File: src/hw/rtl/afp_pkg.sv
package afp_pkg;

  localparam int unsigned BYTE_W  = 8;
  localparam int unsigned RAW_W   = 16;
  localparam int unsigned MM_W    = 19;
  localparam int unsigned CNT_W   = 16;
  localparam int unsigned LEFT_W  = 3;
  localparam int unsigned PAY_N   = 5;
  localparam int unsigned RANGE_W = 2;
  localparam int unsigned CFG_W   = 16;
  localparam int unsigned IN_TDATA_W  = 8;
  localparam int unsigned OUT_TDATA_W = 128;

  // header codes, compared after masking the two low bits
  localparam logic [7:0] HDR_MASK  = 8'hFC;
  localparam logic [7:0] HDR_ACCEL = 8'h84;
  localparam logic [7:0] HDR_TIME  = 8'h44;
  localparam logic [7:0] HDR_SKIP  = 8'h40;
  localparam logic [7:0] HDR_CFG   = 8'h48;
  localparam logic [7:0] HDR_DROP  = 8'h50;

  localparam logic [LEFT_W-1:0] ACCEL_BYTES = 3'd6;
  localparam logic [LEFT_W-1:0] TIME_BYTES  = 3'd3;
  localparam logic [LEFT_W-1:0] SHORT_BYTES = 3'd1;

  localparam logic CFG_IDX_CAPACITY = 1'b0;
  localparam logic CFG_IDX_RANGE    = 1'b1;

  localparam logic [CNT_W-1:0]   CAPACITY_RST = 16'hFFFF;
  localparam logic [RANGE_W-1:0] RANGE_RST    = 2'd1;

  localparam logic KIND_SAMPLE  = 1'b0;
  localparam logic KIND_SUMMARY = 1'b1;

  // mm/s^2 = round(|raw| * 980665 / Den), Den = 100 * LSB per g.
  // Evaluated as (|raw| * Recip + 2^(Shift-1)) >> Shift with Recip rounded up;
  // the excess stays below 1/Den over the whole 16-bit range, so it is exact.
  localparam int unsigned SCALE_SHIFT = 36;
  localparam longint unsigned G_MICRO = 64'd980665;
  localparam longint unsigned DEN_R3  = 64'd136500;
  localparam longint unsigned DEN_R2  = DEN_R3 * 2;
  localparam longint unsigned DEN_R1  = DEN_R3 * 4;
  localparam longint unsigned DEN_R0  = DEN_R3 * 8;
  localparam longint unsigned RECIP_R0 = ((G_MICRO << SCALE_SHIFT) + DEN_R0 - 1) / DEN_R0;
  localparam longint unsigned RECIP_R1 = ((G_MICRO << SCALE_SHIFT) + DEN_R1 - 1) / DEN_R1;
  localparam longint unsigned RECIP_R2 = ((G_MICRO << SCALE_SHIFT) + DEN_R2 - 1) / DEN_R2;
  localparam longint unsigned RECIP_R3 = ((G_MICRO << SCALE_SHIFT) + DEN_R3 - 1) / DEN_R3;
  localparam int unsigned RECIP_W = 40;
  localparam int unsigned PROD_W  = RAW_W + RECIP_W;
  localparam int unsigned Q_W     = MM_W - 1;

  typedef enum logic [1:0] {
    PH_HEADER,
    PH_ACCEL,
    PH_SKIP,
    PH_STOPPED
  } afp_phase_t;

  typedef struct packed {
    logic                    kind;
    logic signed [RAW_W-1:0] raw_x;
    logic signed [RAW_W-1:0] raw_y;
    logic signed [RAW_W-1:0] raw_z;
    logic signed [MM_W-1:0]  mm_x;
    logic signed [MM_W-1:0]  mm_y;
    logic signed [MM_W-1:0]  mm_z;
    logic [CNT_W-1:0]        count;
    logic                    ok;
    logic                    last;
  } afp_result_t;

  typedef struct packed {
    logic first;
    logic second;
  } afp_push_t;

endpackage

File: src/hw/rtl/afp_scale.sv
module afp_scale (
  input  logic signed [afp_pkg::RAW_W-1:0]   raw,
  input  logic        [afp_pkg::RANGE_W-1:0] range_code,
  output logic signed [afp_pkg::MM_W-1:0]    mm
);

  logic                              neg;
  logic [afp_pkg::RAW_W-1:0]         mag;
  logic [afp_pkg::RECIP_W-1:0]       recip;
  logic [afp_pkg::PROD_W-1:0]        prod;
  logic [afp_pkg::Q_W-1:0]           q;

  always_comb begin
    neg = raw[afp_pkg::RAW_W-1];
    mag = neg ? (~raw + 1'b1) : raw;
    unique case (range_code)
      2'd0:    recip = afp_pkg::RECIP_W'(afp_pkg::RECIP_R0);
      2'd1:    recip = afp_pkg::RECIP_W'(afp_pkg::RECIP_R1);
      2'd2:    recip = afp_pkg::RECIP_W'(afp_pkg::RECIP_R2);
      default: recip = afp_pkg::RECIP_W'(afp_pkg::RECIP_R3);
    endcase
    prod = (afp_pkg::PROD_W'(mag) * afp_pkg::PROD_W'(recip))
         + (afp_pkg::PROD_W'(1) << (afp_pkg::SCALE_SHIFT - 1));
    q    = prod[afp_pkg::SCALE_SHIFT +: afp_pkg::Q_W];
    mm   = neg ? -$signed({1'b0, q}) : $signed({1'b0, q});
  end

endmodule

File: src/hw/rtl/afp_parser.sv
module afp_parser (
  input  logic                              clk,
  input  logic                              rst_n,
  input  logic                              take,
  input  logic [afp_pkg::BYTE_W-1:0]        fifo_byte,
  input  logic                              final_byte,
  input  logic [afp_pkg::CNT_W-1:0]         capacity,
  input  logic [afp_pkg::RANGE_W-1:0]       range_code,
  output afp_pkg::afp_push_t                push,
  output afp_pkg::afp_result_t              res_first,
  output afp_pkg::afp_result_t              res_second
);

  afp_pkg::afp_phase_t             phase_r, phase_nxt;
  logic [afp_pkg::LEFT_W-1:0]      left_r, left_nxt;
  logic [afp_pkg::CNT_W-1:0]       cnt_r, cnt_nxt;
  logic [afp_pkg::BYTE_W-1:0]      pay_r [afp_pkg::PAY_N];
  logic [afp_pkg::BYTE_W-1:0]      pay_nxt [afp_pkg::PAY_N];
  logic [afp_pkg::BYTE_W-1:0]      hdr;
  logic [afp_pkg::LEFT_W-1:0]      pay_idx;
  logic                            sample;
  logic signed [afp_pkg::RAW_W-1:0] raw_x, raw_y, raw_z;
  logic signed [afp_pkg::MM_W-1:0]  mm_x, mm_y, mm_z;
  afp_pkg::afp_result_t            smp_res, sum_res;

  assign raw_x = $signed({pay_r[1], pay_r[0]});
  assign raw_y = $signed({pay_r[3], pay_r[2]});
  assign raw_z = $signed({fifo_byte, pay_r[4]});

  afp_scale u_scale_x (.raw(raw_x), .range_code(range_code), .mm(mm_x));
  afp_scale u_scale_y (.raw(raw_y), .range_code(range_code), .mm(mm_y));
  afp_scale u_scale_z (.raw(raw_z), .range_code(range_code), .mm(mm_z));

  always_comb begin
    phase_nxt = phase_r;
    left_nxt  = left_r;
    cnt_nxt   = cnt_r;
    pay_nxt   = pay_r;
    sample    = 1'b0;
    hdr       = fifo_byte & afp_pkg::HDR_MASK;
    pay_idx   = afp_pkg::ACCEL_BYTES - left_r;

    unique case (phase_r)
      afp_pkg::PH_HEADER: begin
        if (cnt_r >= capacity) begin
          phase_nxt = afp_pkg::PH_STOPPED;
        end else if (hdr == afp_pkg::HDR_ACCEL) begin
          phase_nxt = afp_pkg::PH_ACCEL;
          left_nxt  = afp_pkg::ACCEL_BYTES;
        end else if (hdr == afp_pkg::HDR_TIME) begin
          phase_nxt = afp_pkg::PH_SKIP;
          left_nxt  = afp_pkg::TIME_BYTES;
        end else if (hdr == afp_pkg::HDR_SKIP || hdr == afp_pkg::HDR_CFG ||
                     hdr == afp_pkg::HDR_DROP) begin
          phase_nxt = afp_pkg::PH_SKIP;
          left_nxt  = afp_pkg::SHORT_BYTES;
        end else begin
          phase_nxt = afp_pkg::PH_STOPPED;
        end
      end
      afp_pkg::PH_SKIP: begin
        left_nxt = left_r - 1'b1;
        if (left_nxt == '0) phase_nxt = afp_pkg::PH_HEADER;
      end
      afp_pkg::PH_ACCEL: begin
        if (left_r > 3'd1 && left_r <= afp_pkg::ACCEL_BYTES) begin
          for (int i = 0; i < afp_pkg::PAY_N; i++) begin
            if (pay_idx == afp_pkg::LEFT_W'(i)) pay_nxt[i] = fifo_byte;
          end
          left_nxt = left_r - 1'b1;
        end else begin
          sample    = 1'b1;
          cnt_nxt   = cnt_r + 1'b1;
          left_nxt  = '0;
          phase_nxt = afp_pkg::PH_HEADER;
        end
      end
      default: begin
        // stopped: drop every byte until the burst ends
      end
    endcase

    smp_res.kind  = afp_pkg::KIND_SAMPLE;
    smp_res.raw_x = raw_x;
    smp_res.raw_y = raw_y;
    smp_res.raw_z = raw_z;
    smp_res.mm_x  = mm_x;
    smp_res.mm_y  = mm_y;
    smp_res.mm_z  = mm_z;
    smp_res.count = cnt_nxt;
    smp_res.ok    = 1'b0;
    smp_res.last  = ~final_byte;

    sum_res       = '0;
    sum_res.kind  = afp_pkg::KIND_SUMMARY;
    sum_res.count = cnt_nxt;
    sum_res.ok    = (cnt_nxt != '0);
    sum_res.last  = 1'b1;

    res_first   = sample ? smp_res : sum_res;
    res_second  = sum_res;
    push.first  = take & (sample | final_byte);
    push.second = take & sample & final_byte;

    if (final_byte) begin
      phase_nxt = afp_pkg::PH_HEADER;
      left_nxt  = '0;
      cnt_nxt   = '0;
    end
  end

  always_ff @(posedge clk) begin
    if (!rst_n) begin
      phase_r <= afp_pkg::PH_HEADER;
      left_r  <= '0;
      cnt_r   <= '0;
    end else if (take) begin
      phase_r <= phase_nxt;
      left_r  <= left_nxt;
      cnt_r   <= cnt_nxt;
    end
  end

  always_ff @(posedge clk) begin
    if (take) pay_r <= pay_nxt;
  end

endmodule

File: src/hw/rtl/afp_result_fifo.sv
module afp_result_fifo (
  input  logic                 clk,
  input  logic                 rst_n,
  input  afp_pkg::afp_push_t   push,
  input  afp_pkg::afp_result_t wr_first,
  input  afp_pkg::afp_result_t wr_second,
  output logic                 room,
  output logic                 rd_valid,
  input  logic                 rd_ready,
  output afp_pkg::afp_result_t rd_data
);

  afp_pkg::afp_result_t mem_r [4];
  logic [1:0]           wr_ptr_r, wr_ptr_nxt;
  logic [1:0]           rd_ptr_r, rd_ptr_nxt;
  logic [2:0]           cnt_r, cnt_nxt;
  logic                 pop;

  assign rd_valid = (cnt_r != 3'd0);
  assign rd_data  = mem_r[rd_ptr_r];
  // space for two results per request
  assign room     = (cnt_r <= 3'd2);
  assign pop      = rd_valid & rd_ready;

  always_comb begin
    wr_ptr_nxt = wr_ptr_r + 2'(push.first) + 2'(push.second);
    rd_ptr_nxt = rd_ptr_r + 2'(pop);
    cnt_nxt    = cnt_r + 3'(push.first) + 3'(push.second) - 3'(pop);
  end

  always_ff @(posedge clk) begin
    if (!rst_n) begin
      wr_ptr_r <= '0;
      rd_ptr_r <= '0;
      cnt_r    <= '0;
    end else begin
      wr_ptr_r <= wr_ptr_nxt;
      rd_ptr_r <= rd_ptr_nxt;
      cnt_r    <= cnt_nxt;
    end
  end

  always_ff @(posedge clk) begin
    if (push.first)  mem_r[wr_ptr_r]        <= wr_first;
    if (push.second) mem_r[wr_ptr_r + 2'd1] <= wr_second;
  end

endmodule

File: src/hw/rtl/accel_fifo_frame_parser_unit.sv
// Channel | Dir | Accept             | Payload
// in_     | in  | tvalid & tready    | tdata: fifo_byte; tlast: final_byte
// out_    | out | tvalid & tready    | tdata: raw/mm/count/ok; tuser: item_kind; tlast: last_of_run
// cfg_    | in  | cfg_we             | cfg_index selects register, cfg_wdata value
//
// A byte is parsed in the cycle it is taken; its results sit in the four-entry
// result queue from the next cycle on. One byte per cycle is sustained while the
// consumer keeps up; a byte that ends a frame and the burst yields two results,
// a sample and a summary. in_tready drops while the queue has room for fewer than
// two results. Reset (rst_n low, synchronous) empties the queue and returns to header parsing.
module accel_fifo_frame_parser_unit (
  input  logic                               clk,
  input  logic                               rst_n,
  input  logic                               in_tvalid,
  output logic                               in_tready,
  input  logic [afp_pkg::IN_TDATA_W-1:0]     in_tdata,   // [7:0] fifo_byte
  input  logic                               in_tlast,
  output logic                               out_tvalid,
  input  logic                               out_tready,
  // [15:0] raw_x, [31:16] raw_y, [47:32] raw_z, [66:48] accel_x_mm,
  // [85:67] accel_y_mm, [104:86] accel_z_mm, [120:105] sample_count,
  // [121] parse_ok, [127:122] zero
  output logic [afp_pkg::OUT_TDATA_W-1:0]    out_tdata,
  output logic                               out_tuser,  // [0] item_kind
  output logic                               out_tlast,
  input  logic                               cfg_we,
  input  logic                               cfg_index,
  input  logic [afp_pkg::CFG_W-1:0]          cfg_wdata
);

  logic [afp_pkg::CNT_W-1:0]   cap_r;
  logic [afp_pkg::RANGE_W-1:0] range_r;
  logic                        take;
  logic                        room;
  afp_pkg::afp_push_t          push;
  afp_pkg::afp_result_t        res_first, res_second, rd_data;

  assign in_tready = room;
  assign take      = in_tvalid & room;

  always_ff @(posedge clk) begin
    if (!rst_n) begin
      cap_r   <= afp_pkg::CAPACITY_RST;
      range_r <= afp_pkg::RANGE_RST;
    end else if (cfg_we) begin
      unique case (cfg_index)
        afp_pkg::CFG_IDX_CAPACITY: cap_r   <= cfg_wdata;
        afp_pkg::CFG_IDX_RANGE:    range_r <= cfg_wdata[afp_pkg::RANGE_W-1:0];
        default: ;
      endcase
    end
  end

  afp_parser u_parser (
    .clk        (clk),
    .rst_n      (rst_n),
    .take       (take),
    .fifo_byte  (in_tdata[afp_pkg::BYTE_W-1:0]),
    .final_byte (in_tlast),
    .capacity   (cap_r),
    .range_code (range_r),
    .push       (push),
    .res_first  (res_first),
    .res_second (res_second)
  );

  afp_result_fifo u_queue (
    .clk       (clk),
    .rst_n     (rst_n),
    .push      (push),
    .wr_first  (res_first),
    .wr_second (res_second),
    .room      (room),
    .rd_valid  (out_tvalid),
    .rd_ready  (out_tready),
    .rd_data   (rd_data)
  );

  assign out_tdata = {6'd0, rd_data.ok, rd_data.count, rd_data.mm_z, rd_data.mm_y,
                      rd_data.mm_x, rd_data.raw_z, rd_data.raw_y, rd_data.raw_x};
  assign out_tuser = rd_data.kind;
  assign out_tlast = rd_data.last;

endmodule

File: config.mk
export PLATFORM = sky130hd
export DESIGN_NAME = accel_fifo_frame_parser_unit
export DESIGN_NICKNAME = d
export VERILOG_FILES = /design/src/hw/rtl/afp_pkg.sv /design/src/hw/rtl/afp_scale.sv /design/src/hw/rtl/afp_parser.sv /design/src/hw/rtl/afp_result_fifo.sv /design/src/hw/rtl/accel_fifo_frame_parser_unit.sv
export SDC_FILE = /design/constraint.sdc
export NUM_CORES = 2
export LEC_CHECK = 0
export ABC_AREA = 1
export ABC_CLOCK_PERIOD_IN_PS = 7650
export BUFFER_PORTS_ARGS = -buffer_cell sky130_fd_sc_hd__clkbuf_2
export CAP_MARGIN = 30
export CORE_ASPECT_RATIO = 2
export CORE_MARGIN = 2
export CORE_UTILIZATION = 60
export CTS_BUF_LIST = sky130_fd_sc_hd__clkbuf_8
export DETAILED_ROUTE_END_ITERATION = 8
export PLACE_DENSITY = 0.9
export SLEW_MARGIN = 5
export SYNTH_ARGS = -nofsm -noshare
export SYNTH_HDL_FRONTEND = slang
export SYNTH_SLANG_ARGS = --single-unit
File: constraint.sdc
create_clock -name clk -period 7.65 [get_ports clk]
set_input_delay 0 -clock clk [delete_from_list [all_inputs] [get_ports clk]]
set_output_delay 0 -clock clk [all_outputs]
set_load 0.01 [all_outputs]
==> results by stage, run 1 <==
Logic synthesis:
- The most common flop cell mapped by yosys is dfxtp_1.
- The most frequently used cell type in the post-synthesis netlist is inv_1.
- The number of cells produced by synthesis is 10,254.
- Counting flops with a built-in enable in the synthesized netlist gives 108.
- The average instance in the mapped netlist occupies 7.83 um2.
- After synthesis the cells add up to 80,300 um2.
- The warning count from the yosys run is 0.
- The fraction of registers with async set/reset is 0%.
- For this run, the register share of the synthesized area comes to 15.9%.
- Of the post-synthesis cell area, the dominant cell type holds 35.3%.
- Ranked by instance count, the synthesized netlist is headed by inv_1, nand2_1, fa_1.
- The count of distinct cell types in the synthesized netlist is 58.
- The number of synthesized register bits is 582.
- The largest total area in the synthesized netlist belongs to fa_1.
- Ranked by total cell area, the synthesized netlist is headed by fa_1, inv_1, dfxtp_1.

Clock network:
- The clock passes through at most 3 buffers.
- The library cell used as clock root buffer is clkbuf_8.
- For this design, the sink count on the clock tree is 582.
- The TritonCTS buffer count is 75.
- The number of H-tree levels is 3.

Global route:
- The overall global routing resource usage is 78.0%.
- The global-route wire length before repair is 796 mm.
- The largest net degree at the start of global routing is 168.
- The via count of the first global-routing pass is 103,767.
- After global routing the overflow that remains totals 1,428.

Place:
- The total instance count after detailed placement is 13,542.
- The congestion estimate from routability-driven global placement came to 1.22.
- The HPWL reported at the end of detailed placement is 319 mm.
- The number of I/O port buffers is 156.
- The placed instances occupy a cell area of 95,900 um2.

Floorplanning:
- During I/O placement, the number of pins put on the boundary was 163.
- The initialized floorplan defines 189 standard-cell rows.
- Once the floorplan was initialized, standard cells occupied 60.5% of the core.
- Measured along the y axis, the die boundary spans 521 um.
- The x dimension of the die is 263 um.

Status:
- The first error in the log reads "[ERROR GRT-0116] Global routing finished with congestion. Check the congestion regions in the DRC Viewer".
- It got as far as 5_1_grt and failed there.
- The flow did not finish.
==> stage by stage <==
step                      hold WS [ns]  worst slack (ns)
after floorplan                 0.0989            0.0558
after global placement           0.216             -1.13
after detailed placement         0.224             -1.25
after CTS                        0.273            -0.534
==> routing by layer <==
layer | track usage (%) | overflow
met1 | 73.7 | 7
met2 | 97.7 | 935
met3 | 62.5 | 13
met4 | 84.2 | 471
met5 | 21.1 | 2
==> timing repair <==
item	4_1_cts
setup endpoints to repair	228
setup buffers	78
resized for setup	933
endpoints found under the hold margin	105
hold buffers	72
cloned	1
pin swaps	266
==> cells by family after synthesis <==
kind of cell	count (synthesis)	share of synthesized area, %
AND/OR/NAND/NOR	3528	18.2
buffers and inverters	2981	14.1
adder cells (fa/ha/maj)	1934	43.4
AO/OA/AOI/OAI	1177	7.91
flip-flops	582	15.9
XOR/XNOR	50	0.546
other	1	0.00467
multiplexers	1	0.0125
==> run 2: changes to the inputs <==
--- a/config.mk
+++ b/config.mk
@@ -6,15 +6,13 @@
 export NUM_CORES = 2
 export LEC_CHECK = 0
 export ABC_AREA = 1
-export ABC_CLOCK_PERIOD_IN_PS = 7650
+export ABC_CLOCK_PERIOD_IN_PS = 9900
 export BUFFER_PORTS_ARGS = -buffer_cell sky130_fd_sc_hd__clkbuf_2
 export CAP_MARGIN = 30
-export CORE_ASPECT_RATIO = 2
 export CORE_MARGIN = 2
-export CORE_UTILIZATION = 60
-export CTS_BUF_LIST = sky130_fd_sc_hd__clkbuf_8
+export CORE_UTILIZATION = 40
 export DETAILED_ROUTE_END_ITERATION = 8
-export PLACE_DENSITY = 0.9
+export PLACE_DENSITY_LB_ADDON = 0.15
 export SLEW_MARGIN = 5
 export SYNTH_ARGS = -nofsm -noshare
 export SYNTH_HDL_FRONTEND = slang
==> constraint.sdc (replaced) <==
create_clock -name clk -period 9.9 [get_ports clk]
set_input_delay 0 -clock clk [delete_from_list [all_inputs] [get_ports clk]]
set_output_delay 0 -clock clk [all_outputs]
set_load 0.01 [all_outputs]
==> run 2 against run 1 <==
The flow now finishes without violations. Synthesized cell count stayed put. Area after synthesis stayed put.
==> results by stage, run 2 <==
Status:
- The run finished with clean final reports.

Logic synthesis:
- The portion of the post-synthesis area used by sequential elements is 15.9% (unchanged).
- The area fraction of the dominant cell type after synthesis is 35.3% (unchanged).
- By count the netlist is led by inv_1, nand2_1, fa_1.
- In the post-synthesis netlist, the biggest area contributors are fa_1, inv_1, dfxtp_1.
- The cell area after technology mapping is 80,300 um2 (unchanged).
- The number of synthesized register bits is 582 (unchanged).
- The biggest area contributor in the post-synthesis netlist is fa_1.
- The count of distinct cell types in the synthesized netlist is 58 (unchanged).
- The fraction of registers with async set/reset is 0% (unchanged).
- The number of synthesized flops with an enable pin is 108 (unchanged).
- The warning count from the yosys run is 0 (unchanged).
- The number of cells produced by synthesis came to 10,254 (unchanged).
- The most used flip-flop cell after synthesis is dfxtp_1.
- The most frequently used cell type in the post-synthesis netlist is inv_1.
- The average cell area after synthesis is 7.83 um2 (unchanged).

Floorplanning:
- The number of placed I/O pins came to 163 (unchanged).
- The die covers 204,000 um2.
- The die height is 452 um (-13%).
- The starting density of the core is 40.2% (-20 points).
- The x dimension of the die is 452 um (+72%).
- The number of core rows is 164 (-13%).
- The core region is 200,000 um2.

Drt:
- The detailed router finished its first iteration with 6,383 violations.
- The total wirelength of the detailed-routed design is 338 mm.
- The per-cell via count in the routed design is 5.24.
- For this run, the detailed router's first-pass iteration total came to 6.
- In the final routed layout, each cell accounts on average for 25.8 um.
- The total number of vias is 68,654.
- The count of nets left with antenna violations once routing finished came out at 0.
- The post-route DRC violation count is 0.

Cells and area:
- After the last flow step, the layout net total stands at 12,367.
- The register with the most flip-flops in the layout has 496 of them.
- The largest registers in the layout are u_queue.mem_r x496, u_parser.pay_r x40.
- The commonest non-fill, non-tap cell in the layout is inv_1.
- Leaving out fill and tap cells, the most frequent cells in the layout are inv_1, nand2_1, fa_1.
- At the end of the flow the core is filled with cells to 43.7%.
- The area added between synthesis and finish is 8.67%.
- In the final layout, the share of cells above drive strength 1 is 5.97%.
- The largest register by flop count is u_queue.mem_r.

Clock network:
- Clock tree synthesis selected as its root buffer the cell clkbuf_16.
- The TritonCTS buffer count was 59 (-21%).
- The number of H-tree levels was 2 (-1).
- The clock-pin transition on the worst setup and hold timing paths is 0.08 ns.
- The clock latency on the worst-skew pair is 0.69 ns.
- The clock sink count came to 582 (unchanged).
- The post-CTS setup-driven buffer insertion count is 0 (-100%).
- TritonCTS built the clock tree.
- The maximum number of buffers from clock root to sink is 3 (unchanged).

Worst setup path:
- The delay of the slowest cell on the worst path is 0.65 ns.
- The data required time of the critical path is 10.46 ns.
- Of all nets on the critical path, the largest fanout is 9.
- The data arrival time of the critical path is 9.91 ns.
- The critical path class is reg2reg.
- The slowest stage cell on the critical path is fa_1.
- The cell repeated most along the worst path is nand2_1.
- The element type at the critical path end is a register.
- The launching element type of the critical path is a register.

Global route:
- The initial antenna violation count is 9.
- The via count of the first global-routing pass is 71,094.
- The global-route wire length before repair is 494 mm.
- The overall overflow remaining after global route is 0.
- The largest net degree at the start of global routing is 128.
- Global routing used 33.3% of the available tracks across all layers.

Timing:
- The final total negative setup slack is 0 ns.
- Static timing analysis puts the maximum clock frequency at 107 MHz.
- The time the worst path needs with I/O delays and setup is 9.35 ns.
- The count of final max-slew check failures came to 0.
- Clock skew on the completed layout was measured at 0.0584 ns.
- The final critical-path share of the clock period is 94.5%.
- The worst pin sits at a relative slew slack of 29.7%.
- The final hold violation count came to 0.
- At the pin with the least slew margin, the transition time is 1.05 ns.
- The worst path setup slack after routing is 0.549 ns.
- Setup repair after global routing left no endpoint under its margin.
- The final setup violation count is 0.

Place:
- The number of I/O port buffers is 156 (unchanged).
- The HPWL reported at the end of detailed placement was 283 mm (-11%).
- The global placer's final weighted congestion came to 1.05 (-14%).
- The worst slack at placement is 0.386 ns (+1.64 ns).

Min path:
- The worst hold path belongs to the class in2reg.

Run:
- The count of max-cap constraint violations is 0.
-- run 2: cell counts after synthesis --
Identical to the previous run, type by type.
-- run 2: kinds of logic after synthesis --
logic type	after synthesis	synth area share, %
DFF	582	15.9
xor gates and xnor gates	50	0.546
adders and majority gates	1934	43.4
other	1	0.00467
and+or+nand+nor	3528	18.2
AOI/OAI and AO/OA	1177	7.91
muxes	1	0.0125
buffers and inverters	2981	14.1
-- run 2: timing repair --
| item | in CTS | in global routing |
|---|---|---|
| hold buffers | 62 | 0 |
| hold endpoints to repair | 53 | 0 |
| resized for setup | 0 | 4 |
| setup endpoints to repair | 0 | 89 |
-- run 2: metal layers --
layer / vias up / share of wire (%) / wire, um / track usage, %
li1: 30914 / - / - / -
met1: 34417 / 43 / 145000 / 45.7
met2: 2785 / 45 / 151000 / 51.9
met3: 532 / 7.9 / 26900 / 6.55
met4: 6 / 4.6 / 15600 / 12.7
met5: - / 0.014 / 49 / 0
-- run 2: critical path, delay by kind of cell (launching register included) --
family	cells	cell delay, ns
simple gates	21	4.13
flops	1	0.39
buf+inv	8	1.13
fa+ha+maj	7	3.58
-- run 2: stage by stage --
stage | hold WS, ns | cell area (um2) | instances
final | 0.0664 | 87200 | 13108
after global routing | 0.0120 | 87200 | 13103
after CTS | 0.0137 | 87100 | 13101
after detailed placement | 0.226 | 84500 | 12933
after global placement | 0.221 | 84500 | 12929
after floorplan | 0.0989 | 80300 | 10259
-- run 2: final timing paths --
check        depth (start not counted)  slack [ns]              endpoint                 start
max                                 36        0.55  u_queue.mem_r[0][72]    u_parser.pay_r[32]
min                                  2        0.07    u_parser.pay_r[20]           in_tdata[4]
max reg2reg                         36        0.55  u_queue.mem_r[0][72]    u_parser.pay_r[32]
min reg2reg                          2        0.45  u_queue.mem_r[1][33]  u_queue.mem_r[1][33]
-- run 2: area by class of cell --
| type | instances | area (um2) |
|---|---|---|
| Multi-Input combinational cell | 6696 | 56300 |
| Inverter | 2680 | 10100 |
| Timing Repair Buffer | 383 | 2780 |
| Clock inverter | 21 | 199 |
| Clock buffer | 85 | 1780 |
| Fill cell | 20495 | 112000 |
| Tap cell | 2656 | 3320 |
| Sequential cell | 582 | 12700 |
| Antenna cell | 5 | 12.5 |
Power of run 2 is left out: the tool's default activity adds up to more than one toggle a clock period on the data nets, which glitch-free logic cannot reach.
